===== config.mk =====
export PLATFORM = sky130hd
export DESIGN_NAME = apdu_command_case_checker_unit
export DESIGN_NICKNAME = d
export VERILOG_FILES = /design/src/rtl/apdu_pkg.sv /design/src/rtl/apdu_capture.sv /design/src/rtl/apdu_judge.sv /design/src/rtl/apdu_command_case_checker_unit.sv
export VERILOG_INCLUDE_DIRS = /design/src /design/src/rtl
export SDC_FILE = /design/constraint.sdc
export NUM_CORES = 1
export LEC_CHECK = 0
export ABC_AREA = 0
export ABC_CLOCK_PERIOD_IN_PS = 5100
export BUFFER_PORTS_ARGS = -buffer_cell sky130_fd_sc_hd__buf_2
export CAP_MARGIN = 30
export CORE_UTILIZATION = 55
export DETAILED_ROUTE_END_ITERATION = 8
export PLACE_DENSITY = 0.73
export SLEW_MARGIN = 20
export SYNTH_ARGS = -nofsm -noshare
export SYNTH_HDL_FRONTEND = slang
export SYNTH_SLANG_ARGS = --single-unit

===== constraint.sdc =====
create_clock -name clk -period 5.1 [get_ports clk]
set_clock_uncertainty 0.2 [all_clocks]
set_input_delay 0.765 -clock clk [delete_from_list [all_inputs] [get_ports clk]]
set_output_delay 0.765 -clock clk [all_outputs]
set_load 0.1 [all_outputs]

===== src/rtl/apdu_command_case_checker_unit_defines.svh =====
// ----------------------------------------------------------------------------
// APDU case checker assertion macros
// Shared concurrent assertion forms, clocked on clk, disabled in reset.
// ----------------------------------------------------------------------------
`ifndef APDU_COMMAND_CASE_CHECKER_UNIT_DEFINES_SVH
`define APDU_COMMAND_CASE_CHECKER_UNIT_DEFINES_SVH

// same-cycle implication
`define APDU_ASSERT_SAME(lbl, ante, cons) \
  lbl: assert property (@(posedge clk) disable iff (!rst_n) (ante) |-> (cons)) \
    else $error("apdu checker: same-cycle property failed");

// next-cycle implication
`define APDU_ASSERT_NEXT(lbl, ante, cons) \
  lbl: assert property (@(posedge clk) disable iff (!rst_n) (ante) |=> (cons)) \
    else $error("apdu checker: next-cycle property failed");

`endif


===== src/rtl/apdu_pkg.sv =====
// ----------------------------------------------------------------------------
// APDU case checker package
// Widths, verdict codes and the snapshot passed from capture to judge.
// ----------------------------------------------------------------------------
package apdu_pkg;

  localparam int COUNT_WIDTH = 17;
  localparam logic [COUNT_WIDTH-1:0] CNT_MAX = {COUNT_WIDTH{1'b1}};
  localparam int LE_WIDTH = 17;

  localparam logic [7:0] CLA_BAD     = 8'hFF;
  localparam logic [7:0] INS_MASK    = 8'hF0;
  localparam logic [7:0] INS_BAD_A   = 8'h60;
  localparam logic [7:0] INS_BAD_B   = 8'h90;
  localparam logic [7:0] P3_ZERO     = 8'h00;
  localparam logic [LE_WIDTH-1:0] MAX_LE_RESET = 17'h10000;

  // case kinds
  localparam logic [2:0] CASE_NONE = 3'd0;
  localparam logic [2:0] CASE_1    = 3'd1;
  localparam logic [2:0] CASE_2S   = 3'd2;
  localparam logic [2:0] CASE_3S   = 3'd3;
  localparam logic [2:0] CASE_4S   = 3'd4;
  localparam logic [2:0] CASE_2E   = 3'd5;
  localparam logic [2:0] CASE_3E   = 3'd6;
  localparam logic [2:0] CASE_4E   = 3'd7;

  // error codes
  localparam logic [3:0] ERR_OK       = 4'd0;
  localparam logic [3:0] ERR_SHORT    = 4'd1;
  localparam logic [3:0] ERR_CLA      = 4'd2;
  localparam logic [3:0] ERR_INS      = 4'd3;
  localparam logic [3:0] ERR_LE       = 4'd4;
  localparam logic [3:0] ERR_SHORT_LC = 4'd5;
  localparam logic [3:0] ERR_EXT_LEN  = 4'd6;
  localparam logic [3:0] ERR_LC_ZERO  = 4'd7;
  localparam logic [3:0] ERR_EXT_LC   = 4'd8;

  // command fields as seen at the last byte
  typedef struct packed {
    logic [COUNT_WIDTH-1:0] len;
    logic [7:0]             cur;
    logic [7:0]             prev;
    logic [7:0]             cla;
    logic [7:0]             ins;
    logic [7:0]             p3;
    logic [15:0]            ext;
  } apdu_snap_t;

endpackage


===== src/rtl/apdu_capture.sv =====
// ----------------------------------------------------------------------------
// APDU byte capture
// Counts bytes, captures header fields and holds a snapshot at the last byte.
// ----------------------------------------------------------------------------
module apdu_capture (
  input  logic               clk,
  input  logic               rst_n,
  input  logic               beat,
  input  logic [7:0]         data_byte,
  input  logic               last,
  input  logic               adv,
  output logic               snap_valid,
  output apdu_pkg::apdu_snap_t snap
);
  import apdu_pkg::*;

  logic [COUNT_WIDTH-1:0] count_r, count_nxt, len;
  logic [7:0]  cla_r, cla_nxt, ins_r, ins_nxt, p3_r, p3_nxt, prior_r;
  logic [15:0] ext_r, ext_nxt;
  logic        snap_v_r, snap_v_nxt;
  apdu_snap_t  snap_r;

  always_comb begin
    len       = (count_r < CNT_MAX) ? count_r + COUNT_WIDTH'(1) : CNT_MAX;
    cla_nxt   = cla_r;
    ins_nxt   = ins_r;
    p3_nxt    = p3_r;
    ext_nxt   = ext_r;
    case (count_r)
      COUNT_WIDTH'(0): cla_nxt = data_byte;
      COUNT_WIDTH'(1): ins_nxt = data_byte;
      COUNT_WIDTH'(4): p3_nxt  = data_byte;
      COUNT_WIDTH'(5): ext_nxt = {data_byte, ext_r[7:0]};
      COUNT_WIDTH'(6): ext_nxt = {ext_r[15:8], data_byte};
      default: ;
    endcase
    count_nxt = last ? '0 : len;
    // slot frees when judge takes it; a last beat refills it
    snap_v_nxt = snap_v_r && !adv;
    if (beat && last) begin
      snap_v_nxt = 1'b1;
    end
  end

  always_ff @(posedge clk) begin
    if (!rst_n) begin
      count_r  <= '0;
      snap_v_r <= 1'b0;
    end else begin
      snap_v_r <= snap_v_nxt;
      if (beat) begin
        count_r <= count_nxt;
      end
    end
  end

  always_ff @(posedge clk) begin
    if (beat) begin
      cla_r   <= cla_nxt;
      ins_r   <= ins_nxt;
      p3_r    <= p3_nxt;
      ext_r   <= ext_nxt;
      prior_r <= data_byte;
      if (last) begin
        snap_r <= '{len: len, cur: data_byte, prev: prior_r, cla: cla_nxt,
                    ins: ins_nxt, p3: p3_nxt, ext: ext_nxt};
      end
    end
  end

  assign snap_valid = snap_v_r;
  assign snap       = snap_r;

endmodule


===== src/rtl/apdu_judge.sv =====
// ----------------------------------------------------------------------------
// APDU verdict
// Classifies the snapshot and holds the verdict in the output register.
// ----------------------------------------------------------------------------
module apdu_judge (
  input  logic                 clk,
  input  logic                 rst_n,
  input  logic                 snap_valid,
  input  apdu_pkg::apdu_snap_t snap,
  input  logic [apdu_pkg::LE_WIDTH-1:0] max_le,
  input  logic                 out_tready,
  output logic                 adv,
  output logic                 out_tvalid,
  output logic                 valid_res,
  output logic [2:0]           case_kind,
  output logic [3:0]           error_code,
  output logic [15:0]          le_value
);
  import apdu_pkg::*;

  logic                   out_v_r;
  logic [2:0]             kind_r, kind_nxt;
  logic [3:0]             err_r, err_nxt;
  logic [15:0]            le_r, le_nxt, le_raw;
  logic [7:0]             ins_hi;
  logic                   has_le;
  logic [COUNT_WIDTH-1:0] len_s3, len_s4, len_e3, len_e4;

  always_comb begin
    ins_hi = snap.ins & INS_MASK;
    len_s3 = COUNT_WIDTH'(5) + COUNT_WIDTH'(snap.p3);
    len_s4 = COUNT_WIDTH'(6) + COUNT_WIDTH'(snap.p3);
    len_e3 = COUNT_WIDTH'(7) + COUNT_WIDTH'(snap.ext);
    len_e4 = COUNT_WIDTH'(9) + COUNT_WIDTH'(snap.ext);
    kind_nxt = CASE_NONE;
    err_nxt  = ERR_OK;
    le_raw   = '0;
    has_le   = 1'b0;
    if (snap.len < COUNT_WIDTH'(4)) begin
      err_nxt = ERR_SHORT;
    end else if (snap.cla == CLA_BAD) begin
      err_nxt = ERR_CLA;
    end else if (ins_hi == INS_BAD_A || ins_hi == INS_BAD_B) begin
      err_nxt = ERR_INS;
    end else if (snap.len == COUNT_WIDTH'(4)) begin
      kind_nxt = CASE_1;
    end else if (snap.len == COUNT_WIDTH'(5)) begin
      kind_nxt = CASE_2S;
      le_raw   = {8'h00, snap.p3};
      has_le   = 1'b1;
    end else if (snap.p3 != P3_ZERO) begin
      if (snap.len == len_s3) begin
        kind_nxt = CASE_3S;
      end else if (snap.len == len_s4) begin
        kind_nxt = CASE_4S;
        le_raw   = {8'h00, snap.cur};
        has_le   = 1'b1;
      end else begin
        err_nxt = ERR_SHORT_LC;
      end
    end else if (snap.len == COUNT_WIDTH'(7)) begin
      kind_nxt = CASE_2E;
      le_raw   = snap.ext;
      has_le   = 1'b1;
    end else if (snap.len < COUNT_WIDTH'(7)) begin
      err_nxt = ERR_EXT_LEN;
    end else if (snap.ext == 16'h0000) begin
      err_nxt = ERR_LC_ZERO;
    end else if (snap.len == len_e3) begin
      kind_nxt = CASE_3E;
    end else if (snap.len == len_e4) begin
      kind_nxt = CASE_4E;
      le_raw   = {snap.prev, snap.cur};
      has_le   = 1'b1;
    end else begin
      err_nxt = ERR_EXT_LC;
    end
    le_nxt = le_raw;
    // Le above the limit drops the case and the value
    if (has_le && ({1'b0, le_raw} > max_le)) begin
      kind_nxt = CASE_NONE;
      err_nxt  = ERR_LE;
      le_nxt   = '0;
    end
  end

  assign adv = !out_v_r || out_tready;

  always_ff @(posedge clk) begin
    if (!rst_n) begin
      out_v_r <= 1'b0;
    end else if (adv) begin
      out_v_r <= snap_valid;
    end
  end

  always_ff @(posedge clk) begin
    if (adv && snap_valid) begin
      kind_r <= kind_nxt;
      err_r  <= err_nxt;
      le_r   <= le_nxt;
    end
  end

  assign out_tvalid = out_v_r;
  assign valid_res  = (err_r == ERR_OK);
  assign case_kind  = kind_r;
  assign error_code = err_r;
  assign le_value   = le_r;

endmodule


===== src/rtl/apdu_command_case_checker_unit.sv =====
// ----------------------------------------------------------------------------
// APDU command case checker
// Classifies ISO 7816-4 command APDUs fed one byte per beat.
// ----------------------------------------------------------------------------
// Usage:
//   in_*  : one command byte per beat in in_tdata, in_tlast on the final byte.
//   out_* : one verdict per command, emitted for the in_tlast beat only.
//   cfg_* : write max_le (largest accepted Le); cfg_ready is always high.
//           Write only while no command is in flight.
// Throughput: one byte per cycle, sustained while out_tready is high; a new command
//   may follow its last byte in the next cycle.
// Verdict path: once the last byte is accepted, the verdict reaches out_* through
//   the snapshot register, then the verdict register.
// Reset: byte count and valid flags clear, max_le returns to 65536.
// Stall: while out_tready is low the verdict holds; one more finished command
//   waits in the snapshot register, and while that slot is held in_tready
//   stays low, so no byte is taken until the verdict leaves.
// ----------------------------------------------------------------------------
`include "apdu_command_case_checker_unit_defines.svh"

module apdu_command_case_checker_unit (
  input  logic        clk,
  input  logic        rst_n,
  input  logic        in_tvalid,
  output logic        in_tready,
  input  logic [7:0]  in_tdata,   // [7:0] data_byte
  input  logic        in_tlast,   // last
  output logic        out_tvalid,
  input  logic        out_tready,
  output logic [23:0] out_tdata,  // [3:0] error_code, [19:4] le_value, [23:20] zero
  output logic [3:0]  out_tuser,  // [0] valid_res, [3:1] case_kind
  input  logic        cfg_valid,
  output logic        cfg_ready,
  input  logic [16:0] cfg_data    // [16:0] max_le
);
  import apdu_pkg::*;

  logic [LE_WIDTH-1:0] max_le_r;
  logic                adv, snap_valid, beat, valid_res;
  logic [2:0]          case_kind;
  logic [3:0]          error_code;
  logic [15:0]         le_value;
  apdu_snap_t          snap;

  assign cfg_ready = 1'b1;

  always_ff @(posedge clk) begin
    if (!rst_n) begin
      max_le_r <= MAX_LE_RESET;
    end else if (cfg_valid) begin
      max_le_r <= cfg_data;
    end
  end

  // a last beat needs the snapshot slot; hold off whenever it is stuck
  assign in_tready = !snap_valid || adv;
  assign beat      = in_tvalid && in_tready;

  apdu_capture u_capture (
    .clk        (clk),
    .rst_n      (rst_n),
    .beat       (beat),
    .data_byte  (in_tdata),
    .last       (in_tlast),
    .adv        (adv),
    .snap_valid (snap_valid),
    .snap       (snap)
  );

  apdu_judge u_judge (
    .clk        (clk),
    .rst_n      (rst_n),
    .snap_valid (snap_valid),
    .snap       (snap),
    .max_le     (max_le_r),
    .out_tready (out_tready),
    .adv        (adv),
    .out_tvalid (out_tvalid),
    .valid_res  (valid_res),
    .case_kind  (case_kind),
    .error_code (error_code),
    .le_value   (le_value)
  );

  assign out_tdata = {4'h0, le_value, error_code};
  assign out_tuser = {case_kind, valid_res};

  `APDU_ASSERT_SAME(a_fail_clean, out_tvalid && (error_code != ERR_OK),
                    (case_kind == CASE_NONE) && (le_value == 16'h0000))
  `APDU_ASSERT_SAME(a_ok_has_case, out_tvalid && (error_code == ERR_OK),
                    case_kind != CASE_NONE)
  `APDU_ASSERT_NEXT(a_no_spurious, !snap_valid && !(beat && in_tlast), !snap_valid)
  `APDU_ASSERT_NEXT(a_out_from_snap, !snap_valid && !out_tvalid, !out_tvalid)

endmodule

---- After elaboration in Yosys (flattened, before gate mapping) ----
Cells that the tools add are included.
storage, ports and cells
  bits in writable memories ............... 0
  memories ................................ 0
  bits in registers ....................... 180
  bits in latches ......................... 0
  word-level logic and storage cells ...... 122
  input port bits ......................... 31
  memory bits (read-only) ................. 0
cells by class
  shifts and indexed selects .............. 0
  equality and inequality tests ........... 14
  $mul .................................... 0
  bitwise logic cells ..................... 0
  $lt $le $gt $ge ......................... 4
  $add $sub $neg .......................... 5
  multiplexer cells ....................... 56
  reductions and logical operators ........ 20
  divide/modulo/power cells ............... 0
operator list
  cell                                                  count
  2-to-1 mux 16 bit                                     12
  == test 17 x 3 -> 1 bit (second input constant)       6
  == test 17 bit                                        4
  2-to-1 mux 3 bit                                      14
  < comparator 17 x 3 -> 1 bit (second input constant)  2
  2-to-1 mux 17 bit                                     2
  2-to-1 mux 8 bit                                      4
  case mux 16 bit (2 select lines)                      1
  2-to-1 mux 4 bit                                      7
  adder 3 x 8 -> 9 bit (first input constant)           2
  adder 17 x 1 -> 17 bit (second input constant)        1
  adder 3 x 16 -> 17 bit (first input constant)         1
  adder 4 x 16 -> 17 bit (first input constant)         1
  == test 17 x 1 -> 1 bit (second input constant)       1
  > comparator 16 x 17 -> 1 bit                         1
  zero test 17 bit                                      1
  < comparator 17 bit (second input constant)           1
  zero test 16 bit                                      1
  2-to-1 mux 1 bit                                      15
  == test 8 bit (second input constant)                 1
  nonzero test 8 bit                                    1
  OR reduction 6 bit                                    1
  logical AND 1 bit                                     5
  OR reduction 5 bit                                    1
  other kinds (9)                                       13

---- Longest topological paths before layout ----
Gate-level depths: netlist of the first run.
  depth in word-level cells ............... 16
  mapped depth ............................ 21

---- Hierarchy ----
A second synthesis of the first run with hierarchy kept.
second synthesis, totals
  cell total of the unflattened synthesis .. 887
  area, all modules ....................... 9,889.5 µm²
modules (own cells, without submodules)
  module                          sequential area each (µm²)  cells each  instances  area an instance (µm²)
  apdu_capture                    3,993.8                     378         1          5,575.3
  apdu_judge                      710.7                       445         1          3,599.7
  apdu_command_case_checker_unit  340.3                       64          1          714.4

---- Worst setup path before layout of the first run ----
Ideal clock, no wire load.
  path type ............................... register to register
  start point ............................. register u_judge.out_v_r (netlist: u_judge.out_tvalid)
  end point ............................... register u_capture.snap_r, in the netlist u_capture.snap[0], enable pin
  slack ................................... -0.082 ns
  cell stages (with the launch flop) ...... 8
  data arrival time ....................... 4.559 ns
  path through ............................ dfxtp_1 -> nor2b_1 -> nand2_1 -> nand2_1 -> clkbuf_1 -> inv_1 -> nand2_1 -> inv_1
between the ends
  cells in the longest elaborated chain, start to end .. 5
RTL lines
  item                           RTL line                              RTL
  from (decl)                    apdu_judge.sv:21                      logic out_v_r;
  from (signal assigned)         apdu_judge.sv:93                      out_v_r <= snap_valid;
  zero test 1 bit                apdu_judge.sv:87                      assign adv = !out_v_r || out_tready;
  logical OR 1 bit               apdu_judge.sv:87
  logical OR 1 bit               apdu_command_case_checker_unit.sv:56  assign in_tready = !snap_valid || adv;
  named net in_tready            apdu_command_case_checker_unit.sv:25  output logic in_tready,
  logical AND 1 bit              apdu_command_case_checker_unit.sv:57  assign beat = in_tvalid && in_tready;
  named net beat                 apdu_command_case_checker_unit.sv:39  logic adv, snap_valid, beat, valid_res;
  AND reduction 2 bit (no line)  --
  to (signal assigned)           apdu_capture.sv:65                    snap_r <= '{len: len, cur: data_byte, prev: prior_r, cla: cla_nxt,
  to (decl)                      apdu_capture.sv:21                    apdu_snap_t snap_r;
The timed path passes the listed nets, and every way through them passes these cells.
A chain may end at the register's enable or synchronous reset.

---- Worst setup path after layout of the first run ----
  start point ............................. register u_capture.snap_r, in the netlist u_capture.snap[3]
  end point ............................... register u_judge.le_r[4] (netlist: u_judge.le_value[4]), data pin
between the ends
  cells in the longest elaborated chain, start to end .. 15
  elaborated cells between the ends (all ways) .. 29
RTL lines
  item                               RTL line           RTL
  adder 4 x 16 -> 17 bit             apdu_judge.sv:34   len_e4 = COUNT_WIDTH'(9) + COUNT_WIDTH'(snap.ext);
  == test 17 bit                     apdu_judge.sv:71   end else if (snap.len == len_e4) begin
  2-to-1 mux 16 bit                  apdu_judge.sv:71
  2-to-1 mux 16 bit                  apdu_judge.sv:69   end else if (snap.len == len_e3) begin
  2-to-1 mux 16 bit (*)              apdu_judge.sv:67   end else if (snap.ext == 16'h0000) begin
  2-to-1 mux 16 bit (*)              apdu_judge.sv:65   end else if (snap.len < COUNT_WIDTH'(7)) begin
  2-to-1 mux 16 bit (*)              apdu_judge.sv:61   end else if (snap.len == COUNT_WIDTH'(7)) begin
  2-to-1 mux 16 bit (*)              apdu_judge.sv:51   end else if (snap.p3 != P3_ZERO) begin
  2-to-1 mux 16 bit (*)              apdu_judge.sv:47   end else if (snap.len == COUNT_WIDTH'(5)) begin
  2-to-1 mux 16 bit (*)              apdu_judge.sv:45   end else if (snap.len == COUNT_WIDTH'(4)) begin
  2-to-1 mux 16 bit (*)              apdu_judge.sv:43   end else if (ins_hi == INS_BAD_A || ins_hi == INS_BAD_B) begin
  2-to-1 mux 16 bit (*)              apdu_judge.sv:41   end else if (snap.cla == CLA_BAD) begin
  2-to-1 mux 16 bit (*)              apdu_judge.sv:39   if (snap.len < COUNT_WIDTH'(4)) begin
  named net u_judge.le_raw[6]        apdu_judge.sv:24   logic [15:0] le_r, le_nxt, le_raw;
  > comparator 16 x 17 -> 1 bit (*)  apdu_judge.sv:80   if (has_le && ({1'b0, le_raw} > max_le)) begin
  logical AND 1 bit (*)              apdu_judge.sv:80
  to (signal assigned)               apdu_judge.sv:101  le_r <= le_nxt;
  to (decl)                          apdu_judge.sv:24
Mark *: on every way through the listed nets, which the timed path passes. The rest lies on a longest branch.

==> results.md, run 1 <==
* Most used flip-flop cell after synthesis: edfxtp_1
* Post-route clock period utilization at 93.99%
* Highest ir drop seen on vdd at around 300 uV
* RSZ-0062 raised after global routing: no
* Maximum number of pins on one net before global-route repair at 47
* Placed cells at about 1100
* Sw Pwr at between 0.0008 and 0.0009 W
* Dominant delay contributor by cell family on the critical path: simple AND/OR/NAND/NOR gates
* Residual antenna-violating net count after detailed routing at 0
* Worst Setup Path Type: reg2reg
* CTS Root Cell: clkbuf_16
* Number of max-cap violations at 0
* Dpl ws at ~0.042 ns
* Antenna violations before repair at 0
* Die X-Extent at roughly 130 um
* Setup TNS after final layout at 0 ns
* Global-route wire length before repair at about 37000 um
* Type of the tightest min-delay check: reg2reg
* Residual DRC at 0
* Via count at between 6000 and 7000
* Kind of end point of the critical path: flop
* Largest family of logic cells by synthesized area: simple AND/OR/NAND/NOR gates
* Vias in the first global route at 6677
* Worst-path fanout max at 8
* Startpoint types: flop
* Final count of hold timing violations at 0
* Htree depth at 4
* Result of the run: finished, final reports clean
* Final antenna diode count at 0
* Die H at roughly 130 um
* Critical path buffer and inverter count at 1
* Internal power at ~0.0024 W
* Lkg Pwr at 3.869 nW
* Synth async-reset ratio at 0%
* Crit-path cells: xor3_1, a211oi_1, o22ai_1, or4_4, nor4_4, or3_4, a21oi_1, nor3_1, ha_1, a21o_1, a21o_1, a21oi_1, o2111ai_1, and3_1, o41ai_4, inv_2, nor4_2
* Worst slew pin tran at 0.8294 ns
* CTS tree: built
* Relative max-transition margin at a little over two fifths
* Number of max-slew violations in the final report at 0
* Required time at the worst-slack endpoint at a little over 5 ns
* Sequential cell fraction of total power at around 50%
* Register bit total from synthesis at 172
* Post-synthesis compound-gate area fraction at approximately 12%
* Setup-failing EPs final at 0
* Cell with the largest stage delay on the worst path: or4_4
* Post-Synth Adder-Cell Area at about 3.7%
* Post-Synth Simple-Gate Area at 16.79%
* Number of different library cells in the post-synthesis netlist at 78
* Combined area of all synthesized cells at just over 0.009 mm2
* Clock period minus worst slack at about 4.8 ns
* Clock sink total at 172
* Share of synthesized area occupied by flip-flops and latches at ~52%
* Maximum single-stage delay on the critical path at 0.57 ns
* Number of top-level pins at 62
* Power Dens Cells at 313.0 mW/mm2
* Fin worst setup slack at approximately 0.31 ns
* Floorplan core area at ~0.017 mm2
* DRC marker count from the first detailed-route iteration at roughly 660
* Highest attainable clock frequency at 0.2086 GHz
* Post-synthesis to final-layout area growth at 12.91%
* Mux cell area share after synthesis at between 5 and 6%
* Synth warn at 0
* Clock Power Share at 40.8%
* CTS clk-pin slew, worst paths at 0.07 ns
* XOR/XNOR Fraction of Synth Area at under 10%
* Final net count at 938
* Total global routing track utilization at 27.51%
* Post-synth EDFFs at ~140
* Clock buffer depth at 2
* Final Instance Count excl. Fillers at ~1100
* Number of detailed-routing iterations run before antenna repair at 7
* Die Footprint at about 0.017 mm2
* Sw Share at approximately a quarter
* Mean post-synth cell area at 11.28 um2
* Skew-Pair Late Insertion Delay at 0.42 ns
* Post-detail-place hpwl at ~18000 um
* # rows at 47
* Wirelength per Cell at approximately 21 um
* Arrival time at the worst endpoint at between 4 and 5 ns
* Routability Congestion at roughly 0.92
* Input/output buffers at 56
* Instance count of the mapped netlist at between 800 and 900
* Total CTS buffers at 17
* Fraction of layout instances using a drive strength above 1 at between 15 and 20%
* Per-cell via count in the routed design at between 6 and 7
* Combinational group share of total power at about a tenth
* Total length of routed wires at around 23000 um
* Overflow after GRT at 0
* Effective utilization at floorplan at 55.97%
repair_timing:
action / 4_1_cts / 5_1_grt
hold endpoints to repair: 0 / 0
hold buffers: 0 / 0
setup endpoints to repair: 0 / 20
buffers inserted: 0 / 3
gates resized for setup: 0 / 6
path summary, 6_finish.rpt:
check | start | to | slack [ns] | depth (start not counted)
worst min-delay path | u_capture.prior_r[4] | u_capture.snap[44] | 0.22 | 0
worst max-delay path | u_capture.snap[3] | u_judge.le_value[4] | 0.31 | 17
worst max register to register | u_capture.snap[3] | u_judge.le_value[4] | 0.31 | 17
worst min register to register | u_capture.prior_r[4] | u_capture.snap[44] | 0.22 | 0
synthesized netlist by cell type (7+ instances only):
library cell | instances | area share [%]
a211oi_1 | 8 | 0.65
a21oi_1 | 32 | 1.7
a22o_1 | 18 | 1.7
a22oi_1 | 12 | 0.97
a31oi_1 | 11 | 0.74
and3_1 | 13 | 0.88
buf_2 | 7 | 0.38
buf_4 | 15 | 1.2
clkbuf_1 | 25 | 1.0
dfxtp_1 | 36 | 7.8
edfxtp_1 | 136 | 44
ha_1 | 27 | 3.7
inv_1 | 31 | 1.3
mux2_2 | 22 | 2.7
mux2i_1 | 25 | 2.7
nand2_1 | 54 | 2.2
nand2b_1 | 7 | 0.47
nand3_1 | 19 | 1.0
nand4_1 | 13 | 0.88
nor2_1 | 45 | 1.8
nor2b_1 | 35 | 2.4
nor3_1 | 24 | 1.3
nor3b_1 | 7 | 0.57
nor4_1 | 15 | 1.0
o21ai_0 | 23 | 1.2
xnor2_1 | 27 | 2.6
xor2_1 | 26 | 2.5
placed cells by master, fill, tap and decap left out, types with 5 or more instances in the layout:
cell type  instances
a21o_1             5
nor4_2             6
a211oi_1           8
and3_1            13
and2_1             6
xor2_1            26
a22o_1            18
buf_4             33
nor2b_1           34
a21oi_1           31
nor4_1            15
a22oi_1           12
clkbuf_16         17
buf_2             56
mux2i_1           25
nand2b_1           7
conb_1             5
nor3b_1            7
dfxtp_1           36
mux2_2            22
nand4_1           13
nand3_1           18
xnor2_1           27
nor3_1            23
nand2_1           54
nor2_1            45
a31oi_1           11
edfxtp_1         136
o21ai_0           23
inv_1             30
ha_1              27
registers in the layout, indices dropped and copies added (netlist names):
name                  count
u_capture.snap           69
u_capture.cla_r           8
u_judge.le_value         16
u_judge.out_tvalid        1
u_capture.prior_r         8
u_capture.count_r        17
u_capture.p3_r            8
u_capture.snap_valid      1
u_capture.ext_r          16
u_judge.error_code        4
u_capture.ins_r           4
max_le_r                 17
u_judge.case_kind         3
per-stage QoR:
step / power, W / utilization [%] / cell area (um2) / hold WS [ns]
floorplan: 0.001867 / - / 9264 / 0.2003
global placement: 0.001952 / 59.17 / 9778 / 0.2036
detailed placement: 0.001963 / 59.24 / 9789 / 0.2071
CTS: 0.003281 / 62.91 / 10400 / 0.2223
global route: 0.003366 / 63.19 / 10440 / 0.2235
finish: 0.003269 / 63.19 / 10440 / 0.2213
layout make-up:
| cell class | instances | area [um2] |
|---|---|---|
| Clock buffer | 19 | 432.9 |
| Clock inverter | 13 | 172.7 |
| Fill cell | 1313 | 6082 |
| Inverter | 32 | 123.9 |
| Multi-Input combinational cell | 567 | 4094 |
| Sequential cell | 172 | 4805 |
| Tap cell | 220 | 275.3 |
| Timing Repair Buffer | 90 | 539.3 |
power groups by stage:
stage | sequential [W] | combinational, W | clock, W
finish | 0.00162 | 0.000312 | 0.00133
global route | 0.00163 | 0.000335 | 0.00140
detailed placement | 0.00165 | 0.000308 | 0
floorplan | 0.00167 | 0.000197 | 0
global placement | 0.00165 | 0.000301 | 0
CTS | 0.00162 | 0.000310 | 0.00135
layer usage:
metal	GRT usage, %	routed length (um)	up-vias
met4	13.11	909	0
met1	35.72	10090	3259
met5	0	0	-
li1	-	-	3191
met2	44.89	11140	264
met3	4.591	1252	50
cell families (layout without fill, tap and decap cells):
kind of cell | count (synthesis) | count (layout)
muxes | 47 | 47
AOI/OAI and AO/OA | 158 | 158
buffers and inverters | 84 | 154
adders and majority gates | 27 | 27
other | 2 | 5
and+or+nand+nor | 275 | 275
xor gates and xnor gates | 55 | 55
DFF | 172 | 172
Note: power is estimated with default switching activity, not from simulation.
==> run 2, diff against run 1 <==
==> constraint.sdc (replaced) <==
create_clock -name clk -period 5.1 [get_ports clk]
set_clock_uncertainty 0.2 [all_clocks]
set_input_delay 0.765 -clock clk [delete_from_list [all_inputs] [get_ports clk]]
set_output_delay 0.765 -clock clk [all_outputs]
set_load 0.01 [all_outputs]
==> run 2 against run 1 <==
Compared with the run above:
- register-to-register slack worse by 0.07 ns
- wire length up 0.24%
- via count increased by 1.6%
- critical path depth stayed put
- sequential power about the same
- critical path type unchanged
- clock power hardly changed
- sequential cell count is the same
- sequential share of layout area down 0.21 points
- global-route usage up 0.46 points
- utilization increased by 0.30 points
- cell count grew 0.45%
==> results.md, run 2 (synthesis gave the netlist of run 1 again) <==
* Result of the run: finished, final reports clean
* Max FFs per register at a little under 70
* # rows at 47
* Htree depth at 4
* Relative max-transition margin at between 30% and 40%
* Global-route wire length before repair at around 37000 um
* Die Footprint at about 0.017 mm2
* Reg2Reg Setup Slack at 0.24 ns
* Lkg Pwr at between 3 and 4 nW
* CTS Root Cell: clkbuf_16
* RSZ-0062 raised after global routing: no
* Routability Congestion at slightly above 1
* Startpoint types: flop
* Highest attainable clock frequency at a little over 0.2 GHz
* Per-cell via count in the routed design at just over 6
* Final antenna diode count at 0
* Highest ir drop seen on vdd at ~240 uV
* Final count of hold timing violations at 0
* Final Instance Count excl. Fillers at ~1100
* Fraction of layout instances using a drive strength above 1 at 20.04%
* Placed cells at between 1000 and 1500
* Clock buffer depth at 2
* Post-detail-place hpwl at between 15000 and 20000 um
* Dominant delay contributor by cell family on the critical path: simple AND/OR/NAND/NOR gates
* CTS tree: built
* Floorplan core area at about 0.017 mm2
* Worst slew pin tran at 0.9147 ns
* CTS clk-pin slew, worst paths at around 0.07 ns
* Power Dens Cells at 303.6 mW/mm2
* Clock period minus worst slack at 4.861 ns
* Kind of end point of the critical path: flop
* DRC marker count from the first detailed-route iteration at 570
* Antenna violations before repair at 0
* Endpoint of the lowest-slack register-to-register path: u_judge.le_value[6]
* Beginning of the worst register-to-register path: u_capture.snap[0]
* Maximum number of pins on one net before global-route repair at 46
* Number of top-level pins at 62
* Overflow after GRT at 0
* Die H at roughly 130 um
* Final core utilization at between 60% and 70%
* Vias in the first global route at ~6600
* Total global routing track utilization at roughly 28%
* Worst hold path depth at 0
* Residual DRC at 0
* Setup-failing EPs final at 0
* Worst-path fanout max at 9
* Most frequent cells in the layout: edfxtp_1 (136), buf_2 (56), nand2_1 (54), nor2_1 (45), buf_4 (37)
* Required time at the worst-slack endpoint at 5.16 ns
* Cells on worst reg2reg path at 17
* Post-synthesis to final-layout area growth at 13.43%
* Critical path buffer and inverter count at 3
* Via count at 6873
* Worst Setup Path Type: reg2reg
* Maximum single-stage delay on the critical path at about 0.49 ns
* Total length of routed wires at approximately 23000 um
* Post-route clock period utilization at 95.32%
* Hold worst-path end: u_capture.snap[44]
* Wirelength per Cell at around 21 um
* Input/output buffers at 56
* Crit-path cells: buf_4, inv_1, ha_1, xnor2_1, nand2_1, nand4b_1, or4_4, o41ai_4, nand2_1, nor2_1, ha_1, a2111oi_2, o2111ai_1, and3_1, o41ai_4, inv_2, nor4_2
* Hold Buf Count CTS at 0
* WHS at approximately 0.22 ns
* Standard cell area after detailed placement at about 0.01 mm2
* Number of max-cap violations at 0
* Number of fillers in the final layout at 1358
* Clock sink total at 172
* Effective utilization at floorplan at between 50% and 60%
* Residual antenna-violating net count after detailed routing at 0
* Die X-Extent at 131.7 um
* Number of detailed-routing iterations run before antenna repair at 6
* Most common library cell in the layout ignoring fill and taps: edfxtp_1
* Final net count at 943
* Skew-Pair Late Insertion Delay at approximately 0.44 ns
* Number of max-slew violations in the final report at 0
* Type of the tightest min-delay check: reg2reg
* Arrival time at the worst endpoint at 4.92 ns
* Worst Min Path Start: u_capture.prior_r[4]
* Total CTS buffers at 17
* Cell with the largest stage delay on the worst path: or4_4
* Final Cell Area at 0.01049 mm2
run 2: changes by cell type in the layout (fill, tap and decap cells not counted), moves of 2 or more:
cell	before	now
clkinv_8	1	3
clkbuf_1	2	0
buf_4	33	37
clkinv_2	0	2
inv_6	4	2
run 2: final cells by class:
class / count / area [um2] / area share (%)
inverter: 32 / 120.1 / 1.145
tap: 220 / 275.3 / 2.624
clock buffer: 17 / 425.4 / 4.055
timing repair buffer: 95 / 589.3 / 5.617
clock inverter: 15 / 176.4 / 1.682
multi-input combinational: 567 / 4100 / 39.08
sequential: 172 / 4805 / 45.80
run 2: how the worst max path moves through the flow:
| stage | from | endpoint | slack (ns) | depth (start not counted) |
|---|---|---|---|---|
| finish | u_capture.snap[0] | u_judge.le_value[6] | 0.24 | 17 |
| global route | u_capture.snap[0] | u_judge.le_value[7] | 0.02 | 17 |
| CTS | u_capture.snap[0] | u_judge.le_value[13] | 0.007 | 17 |
| detailed placement | u_capture.snap[0] | u_judge.le_value[13] | -0.14 | 15 |
| global placement | u_capture.snap[0] | u_judge.le_value[15] | -0.008 | 15 |
| floorplan | out_tready | u_capture.snap[0] | 0.74 | 7 |
run 2: timing repair:
action	CTS	global route
resized for setup	2	5
cloned	0	0
setup buffers	0	3
endpoints found under the setup margin	14	16
run 2: layer usage:
metal	vias to the layer above	GRT usage [%]	wire length (um)
met3	56	4.360	1435
met4	0	11.56	776
met5	-	0	0
li1	3200	-	-
met1	3317	36.53	9800
met2	300	46.41	11440
run 2: stage by stage:
step	worst slack, ns	total power (W)	TNS (ns)
after floorplan	0.7417	0.001817	0
after global placement	-0.008306	0.001900	-0.02672
after detailed placement	-0.1422	0.001911	-0.9482
after CTS	0.007335	0.003199	0
after global routing	0.01959	0.003290	0
final	0.2385	0.003185	0
run 2: report_power, final:
group          internal (W)  switching, W  total [W]  leakage, nW
clock network      0.000700      0.000598    0.00130        0.294
registers           0.00158     0.0000414    0.00162         1.57
logic              0.000106      0.000159   0.000266         2.06
==> run 3, diff against run 2 <==
--- a/config.mk
+++ b/config.mk
@@ -10,6 +10,7 @@
 export ABC_CLOCK_PERIOD_IN_PS = 5100
 export BUFFER_PORTS_ARGS = -buffer_cell sky130_fd_sc_hd__buf_2
 export CAP_MARGIN = 30
+export CORE_ASPECT_RATIO = 1.1
 export CORE_UTILIZATION = 55
 export DETAILED_ROUTE_END_ITERATION = 8
 export PLACE_DENSITY = 0.73
==> run 3 against run 2 <==
Compared with the run above:
- the flow now finishes with violations (design-rule violations)
- utilization is 0.21 points higher
- cell count shrank 1.8%
- combinational power down 2%
- largest power group unchanged
- wire length decreased by 0.45%
- setup slack got worse by 0.017 ns
- die area is essentially flat
==> results.md, run 3 (synthesis gave the netlist of run 1 again) <==
* Fraction of layout instances using a drive strength above 1 at approximately a fifth
* Via count at about 6800
* Cell with the largest stage delay on the worst path: a2111oi_2
* Residual antenna-violating net count after detailed routing at 0
* Violations in the final reports: design-rule violations
* Worst Setup Path Type: reg2reg
* Effective utilization at floorplan at between 50 and 60%
* Wirelength per Cell at between 20 and 25 um
* CTS Root Cell: clkbuf_16
* Vias in the first global route at around 6700
* Total global routing track utilization at roughly 28%
* Startpoint types: flop
* Worst-path fanout max at 8
* Placed cells at 1062
* Required time at the worst-slack endpoint at 5.15 ns
* Relative max-transition margin at 43.95%
* Kind of end point of the critical path: flop
* DRC marker count from the first detailed-route iteration at approximately 350
* Input/output buffers at 56
* Per-cell via count in the routed design at a little over 6
* # rows at 49
* Critical path buffer and inverter count at 2
* Number of fillers in the final layout at approximately 1300
* Post-synthesis to final-layout area growth at 12.74%
* Worst hold path depth at 0
* Setup-failing EPs final at 0
* Post-detail-place hpwl at between 15000 and 20000 um
* Dominant delay contributor by cell family on the critical path: simple AND/OR/NAND/NOR gates
* Maximum number of pins on one net before global-route repair at 66
* Cells on worst reg2reg path at 15
* Highest attainable clock frequency at just over 0.2 GHz
* Worst slew pin tran at 0.8408 ns
* Endpoint of the lowest-slack register-to-register path: u_judge.le_value[4]
* Residual DRC at 6
* Result of the run: complete, but fails checks
* Clock sink total at about 170
* Maximum single-stage delay on the critical path at 0.55 ns
* Max FFs per register at 69
* Overflow after GRT at 0
* Skew-Pair Late Insertion Delay at between 0.4 and 0.5 ns
* Number of top-level pins at 62
* Clock buffer depth at 2
* Post-route clock period utilization at 95.65%
* Final net count at 939
* Setup TNS after final layout at 0 ns
* Final core utilization at 63.70%
* Arrival time at the worst endpoint at just under 5 ns
* Final Instance Count excl. Fillers at around 1100
* Die X-Extent at 125.6 um
* Routability Congestion at approximately 0.95
* Floorplan core area at between 0.015 and 0.02 mm2
* Reg2Reg Setup Slack at between 0.2 and 0.25 ns
* Clock period minus worst slack at 4.878 ns
* Die H at 138.0 um
* Global-route wire length before repair at 36780 um
* CTS clk-pin slew, worst paths at approximately 0.07 ns
* Number of detailed-routing iterations run before antenna repair at 9
* Crit-path cells: buf_4, xnor2_1, a21o_1, nand2_1, or4_4, o41ai_2, nand2_1, nor2_1, ha_1, a2111oi_2, o2111ai_1, and3_1, o41ai_4, inv_2, nor4_2
* Antenna violations before repair at 0
* Power Dens Cells at 303.1 mW/mm2
* CP dominant cell by count: nand2_1
* Most common library cell in the layout ignoring fill and taps: edfxtp_1
* Final antenna diode count at 0
* Highest ir drop seen on vdd at about 280 uV
* CTS tree: built
* Final count of hold timing violations at 0
* Number of max-cap violations at 0
* Htree depth at 4
* Number of max-slew violations in the final report at 0
* Final Cell Area at between 0.01 and 0.015 mm2
* Hold worst-path end: u_capture.snap[46]
* Beginning of the worst register-to-register path: u_capture.snap[5]
* Worst Min Path Start: u_capture.prior_r[6]
* WHS at ~0.21 ns
* Most frequent cells in the layout: edfxtp_1 (136), buf_2 (57), nand2_1 (54), nor2_1 (45), dfxtp_1 (36)
* Total length of routed wires at around 23000 um
* Die Footprint at around 0.017 mm2
* Type of the tightest min-delay check: reg2reg
* Standard cell area after detailed placement at 0.009778 mm2
* Total CTS buffers at 17
* Lkg Pwr at a little under 4 nW
-- run 3: final cells by class --
cell class	instances	area, um2	share of cell area, %
clock buffers	18	429.2	4.116
clock inverters	14	166.4	1.596
inverters	32	120.1	1.152
multi-input cells	567	4095	39.27
flip-flops and latches	172	4805	46.08
well taps	204	255.2	2.448
repair buffers	91	556.8	5.340
-- run 3: how the worst max path moves through the flow --
stage                                end  cells past startpoint               from
floorplan              u_capture.snap[0]                      7         out_tready
global placement    u_judge.le_value[11]                     15  u_capture.snap[0]
detailed placement  u_judge.le_value[13]                     15  u_capture.snap[0]
CTS                 u_judge.le_value[13]                     14  u_capture.snap[3]
global route         u_judge.le_value[3]                     17  u_capture.snap[0]
finish               u_judge.le_value[4]                     15  u_capture.snap[5]
-- run 3: timing repair --
item                       CTS  global route
resized for setup            2             4
setup endpoints to repair   15            14
setup buffers                0             3
hold buffers                 0             0
-- run 3: stage by stage --
step | power (W) | setup WS, ns
detailed placement | 0.001910 | -0.2034
finish | 0.003160 | 0.2218
floorplan | 0.001817 | 0.7417
global placement | 0.001901 | -0.06677
global route | 0.003260 | -0.04650
CTS | 0.003172 | 0.05868
-- run 3: worst register-to-register path, cell delays in order (launching register included) --
cell and delay [ns]:
edfxtp_1 0.45, buf_4 0.21, xnor2_1 0.50, a21o_1 0.14
nand2_1 0.05, or4_4 0.52, o41ai_2 0.41, nand2_1 0.25
nor2_1 0.19, ha_1 0.28, a2111oi_2 0.55, o2111ai_1 0.19
and3_1 0.23, o41ai_4 0.11, inv_2 0.22, nor4_2 0.20
-- run 3: per-layer routing --
layer | global-route usage [%] | share of wire (%) | up-vias
met5 | 0 | 0 | -
met4 | 13.35 | 3.7 | 0
met3 | 5.766 | 6.0 | 57
met2 | 46.78 | 49 | 274
met1 | 34.37 | 42 | 3280
li1 | - | - | 3195
-- run 3: where the power goes --
group / total, W / switching [W] / internal [W]
clock network: 0.00128 / 0.000617 / 0.000659
logic: 0.000260 / 0.000157 / 0.000104
registers: 0.00162 / 0.0000428 / 0.00158
